File: src/sv/mwo_pkg.sv
// Shared types and constants for the MIDI wavetable oscillator.
`timescale 1ns / 1ps

package mwo_pkg;

  // Table geometry
  localparam int WAVE_DEPTH = 1024;
  localparam int NOTE_DEPTH = 128;
  localparam int WAVE_AW    = $clog2(WAVE_DEPTH);
  localparam int NOTE_AW    = $clog2(NOTE_DEPTH);

  // Word widths
  localparam int WORD_W  = 16;
  localparam int FRAC_W  = 6;
  localparam int WEIGHT_W = FRAC_W + 1;

  // Reset values
  localparam logic [WORD_W-1:0] TUNING_RESET = 16'd699;
  localparam logic [WORD_W-1:0] FREQ_RESET   = 16'd1760;

  // Interpolation weight for a full step
  localparam logic [WEIGHT_W-1:0] FRAC_ONE = 7'd64;

  // Item mode codes
  localparam logic [1:0] MODE_TICK  = 2'd0;
  localparam logic [1:0] MODE_MIDI  = 2'd1;
  localparam logic [1:0] MODE_WAVE  = 2'd2;
  localparam logic [1:0] MODE_NOTE  = 2'd3;

  // Result kinds
  localparam logic KIND_SAMPLE = 1'b0;
  localparam logic KIND_NOTE   = 1'b1;

  // High nibble of a note-on status byte
  localparam logic [3:0] STATUS_NOTE_ON = 4'h9;

  typedef struct packed {
    logic [1:0]         mode;
    logic [WAVE_AW-1:0] address;
    logic [WORD_W-1:0]  data;
  } in_item_t;

  typedef struct packed {
    logic              result_kind;
    logic [WORD_W-1:0] sample;
    logic [WORD_W-1:0] frequency;
  } out_item_t;

  // Sequencer states
  typedef enum logic [2:0] {
    ST_IDLE,
    ST_PHASE,
    ST_MULT,
    ST_SUM,
    ST_NOTE,
    ST_EMIT
  } seq_state_t;

  // MIDI note-on parser states
  typedef enum logic [1:0] {
    PS_WAIT,
    PS_KEY,
    PS_VEL
  } parse_state_t;

  // Controls from the sequencer to the oscillator datapath
  typedef struct packed {
    logic step_ld;
    logic phase_adv;
    logic prod_ld;
    logic held_ld;
  } osc_ctrl_t;

endpackage

File: src/sv/mwo_note_ram.sv
// Note-to-frequency table memory: one write port, one registered read port.
`timescale 1ns / 1ps

module mwo_note_ram (
  input  logic                         clk,
  input  logic                         wr_en,
  input  logic [mwo_pkg::NOTE_AW-1:0]  wr_addr,
  input  logic [mwo_pkg::WORD_W-1:0]   wr_data,
  input  logic                         rd_en,
  input  logic [mwo_pkg::NOTE_AW-1:0]  rd_addr,
  output logic [mwo_pkg::WORD_W-1:0]   rd_data
);

  logic [mwo_pkg::WORD_W-1:0] mem [mwo_pkg::NOTE_DEPTH];
  logic [mwo_pkg::WORD_W-1:0] rd_r;

  // Write port
  always_ff @(posedge clk) begin
    if (wr_en) begin
      mem[wr_addr] <= wr_data;
    end
  end

  // Registered read
  always_ff @(posedge clk) begin
    if (rd_en) begin
      rd_r <= mem[rd_addr];
    end
  end

  assign rd_data = rd_r;

endmodule

File: config.mk
export PLATFORM = sky130hd
export DESIGN_NAME = mwo_note_ram
export DESIGN_NICKNAME = d
export VERILOG_FILES = /design/src/sv/mwo_pkg.sv /design/src/sv/mwo_note_ram.sv
export SDC_FILE = /design/constraint.sdc
export NUM_CORES = 2
export LEC_CHECK = 0
export BUFFER_PORTS_ARGS = -buffer_cell sky130_fd_sc_hd__buf_2
export CAP_MARGIN = 20
export CORE_MARGIN = 8
export CORE_UTILIZATION = 35
export DETAILED_ROUTE_END_ITERATION = 6
export PLACE_DENSITY_LB_ADDON = 0.15
export SETUP_SLACK_MARGIN = 0.15
export SYNTH_ARGS = -nofsm -noshare
export SYNTH_HDL_FRONTEND = slang
export SYNTH_SLANG_ARGS = --single-unit
File: constraint.sdc
create_clock -name clk -period 6 [get_ports clk]
set_clock_uncertainty 0.15 [all_clocks]
set_input_delay 0.3 -clock clk [delete_from_list [all_inputs] [get_ports clk]]
set_output_delay 0.3 -clock clk [all_outputs]
set_load 0.01 [all_outputs]
======== After elaboration in Yosys (flattened, before gate mapping) ========
Memory sizes are Yosys's and may differ from the RTL's. A register that Yosys moved wholly into a read port is not among the register bits.
Cells that the tools add are included.
storage, ports and cells
  bits in writable memories ............... 2048
  word-level logic and storage cells ...... 3
  memories ................................ 1
  output and inout port bits .............. 16
  bits in read-only memories .............. 0
  flip-flop bits (word level) ............. 0
  bits in latches ......................... 0
operators by class
  reductions and logical operators ........ 0
  add/sub/neg operators ................... 0
  equality and inequality tests ........... 0
  multipliers ............................. 0
  bitwise logic cells ..................... 0
  shift-type cells ........................ 0
  divide/modulo/power cells ............... 0
  mux-type cells .......................... 2
  $lt $le $gt $ge ......................... 0
memory list
  name  words  width  read ports  clocked after Yosys merged registers in  wr ports  line                RTL
  mem   128    16     1           1                                        1         mwo_note_ram.sv:14  logic [mwo_pkg::WORD_W-1:0] mem [mwo_pkg::NOTE_DEPTH];
operators with widths
  kind     number
  $mux W1  2

======== Logic depth before layout (Yosys ltp) ========
  word-level depth ........................ 2
  depth in mapped cells ................... 7
  gate-level depth less buffers ........... 4

======== Worst setup path before layout ========
Ideal clock, no wire load.
  path kind ............................... input-to-reg
  start point ............................. input port rd_addr[0] (netlist bit)
  end point ............................... register rd_r, in the netlist rd_data[0] (read register of mem) (data pin)
  library setup time ...................... 0.260 ns
  slack ................................... 2.916 ns
  buffers on the path ..................... 2
  arrival time ............................ 2.675 ns
  cell stages on the path ................. 6
  path through ............................ buf_2 -> buf_1 -> mux4_2 -> mux4_2 -> mux4_2 -> mux2_2
RTL lines
  element             line                RTL
  start: declaration  mwo_note_ram.sv:10  input logic [mwo_pkg::NOTE_AW-1:0] rd_addr,
  end: declaration    mwo_note_ram.sv:15  logic [mwo_pkg::WORD_W-1:0] rd_r;

==> results.toml <==
[place]
dpl.hpwl_um = 125000
dp_cells = 6154
port_buffers = 48
gp_congestion = 0.762
place_ws_ns = 1.79
dpl_cell_area_um2 = 83800

[critical_path]
cp_cell_sequence = "buf_8 -> buf_4 -> mux4_2 -> mux4_2 -> mux4_2 -> mux2_2"
cp_slowest_cell = "buf_8"
end_kind = "flop"
crit_required_ns = 6.45
max_stage_delay_ns = 0.65
crit_path_frequent_cell = "mux4_2"
worstPathArrival_ns = 3.75
startpoint_type = "primary input"
path_class = "in2reg"
crit_path_max_fanout = 77

[drt]
first_pass_iters = 5
routed_wirelength_um = 216000
wl_per_cell_um = 32.8
drc = 0
viasPerCell = 5.35
drt_iter0_drc = 3443
vias = 35185
ant_nets = 0

[run_status]
status = "complete, no violations"

[timing]
timing.fmax_ghz = 0.303
report.final.slew_viol_count = 0
tightest_slew_ns = 1.15
hold_slack_ns = 0.134
final-hold-violation-count = 0
setup_viol = 0
rsz0062_at_grt = "no"
min_period_ns = 3.30
slew_headroom_pct = 23.4
setup_slack_ns = 2.70
min_period_over_period_pct = 55.0
fin_tns_setup_ns = 0

[synth]
syn-num-nets = 3119
yosys.area_share.simple_pct = 0.886
synthXorXnorAreaFrac_pct = 0
synth_top_family_by_area = "multiplexers"
synthAdderAreaFrac_pct = 0
syn_area_um2 = 78700
ys_seq_area_share_pct = 78.8
ys_types = 16
ys_warn_count = 0
ys_ff_latch = 2064
avgSynthCellArea_um2 = 25.5
synthMuxAreaShare_pct = 19.5
postSynthCellCount = 3086
synth_compound_gate_area_share_pct = 0

[die]
die_w_um = 490
die_area_um2 = 240000
row_count = 174
chipHeight_um = 490
start_util_pct = 35.1
coreArea_um2 = 224000
ios = 49

[cts]
cts.clk_slew.worst_paths_ns = 0.07
clk_path_buf_depth = 3
numCtsBuffers = 211
cts_root_buf = "clkbuf_16"
cts.htree.levels = 4
clk_latency_ns = 0.86
clkSinkCount = 2064
cts_tree = "yes"
cts_resized = 0

[grt]
antenna_found_initial = 28
grt_pass1_vias = 36859
grt_pass1_wl_um = 299000
overflow = 0
grt_use_total_pct = 17.6
grt_max_degree = 84

[power]
p_int_mw = 24.2
powerDensity_nw_per_um2 = 338
ir_drop_mv = 0.218
switching_share_pct = 21.2
power_switching_mw = 6.52
pwr-share-seq_pct = 51.9
p_leak_nw = 27.8
p_clk_share_pct = 43.2
power_mw = 30.8
combinationalPowerShare_pct = 4.9

[final_layout]
layout-drive-gt1-share_pct = 35.7
seq_area_um2 = 62000
final_cells = 6577
fin_util_pct = 40.6
nNetsFinal = 3432
multiInputGateArea_um2 = 16200
area_growth_pct = 15.8
num-fill-cells = 19419
final_area_um2 = 91100

[min_path]
min_path_type = "in2reg"

[run]
drv_cap = 0
final cells by class:
class	instances	area share (%)
well taps	2992	4.11
flip-flops and latches	2064	68.0
repair buffers	264	2.36
diodes	8	0.0220
clock buffers	255	6.05
multi-input cells	858	17.8
clock inverters	136	1.66
cells in the mapped netlist (all sizes together):
| library cell | n | area, µm² |
|---|---|---|
| or3 | 1 | 6.26 |
| buf | 82 | 384 |
| nand2b | 2 | 12.5 |
| nand4 | 3 | 18.8 |
| mux2 | 16 | 180 |
| nand2 | 14 | 52.6 |
| nor3 | 9 | 45.0 |
| clkbuf | 82 | 308 |
| nor2 | 122 | 458 |
| nor2b | 7 | 43.8 |
| mux4 | 672 | 15100 |
| nand3 | 12 | 60.1 |
| edfxtp | 2064 | 62000 |
power groups by stage:
stage	sequential, mW	clock, mW	combinational (mW)
after CTS	16.0	13.6	1.56
after global placement	16.3	0	1.52
after global routing	16.0	14.1	1.61
after floorplan	16.3	0	0.779
final	16.0	13.3	1.52
after detailed placement	16.3	0	1.54
flip-flops by register name, summed over array words and instances, names as in the netlist:
register  count
rd_data      16
mem        2048
placed cells by master (no fill, tap or decap), types with 4 or more instances in the layout:
cell type and instances:
nor2_4 9, nor2_2 26, buf_4 196, clkinv_16 4, nand3_1 12, nor3_2 9, clkbuf_16 214, buf_2 28
dlygate4sd3_1 24, clkbuf_1 41, diode_2 8, edfxtp_1 2064, inv_6 6, nor2_1 87, nor2b_1 7, clkinvlp_4 13
clkinv_2 35, clkinv_1 44, mux2_2 16, mux4_2 672, bufinv_16 27, buf_12 12, nand2_1 14
path summary, 6_finish.rpt:
kind | cells past startpoint | to | slack, ns | from
max | 6 | rd_data[12] | 2.70 | rd_addr[2]
min | 3 | mem[30][2] | 0.13 | wr_addr[4]
max reg2reg | 4 | rd_data[12] | 3.14 | mem[119][12]
min reg2reg | 4 | rd_data[15] | 1.08 | mem[11][15]
worst max-delay path, delay by kind of cell:
family	cells	cell delay, ns
mux	4	2.00
buf+inv	2	1.28
kinds of logic after synthesis:
logic type    Yosys count
flops                2064
mux                   688
buf+inv               164
simple gates          170
routing by layer:
layer	routed length (µm)	part of all wire (%)	up-vias	global-route usage [%]
li1	-	-	14143	-
met1	91700	43	19774	24.0
met2	108000	50	1022	29.9
met3	11700	5.4	242	3.13
met4	3930	1.8	4	3.63
met5	26	0.012	-	0
timing repair:
item,CTS,global route
endpoints found under the hold margin,947,0
hold buffers,24,0
endpoints found under the setup margin,0,0
buffers inserted,0,0
No activity file was read; power rests on OpenSTA's default activity.
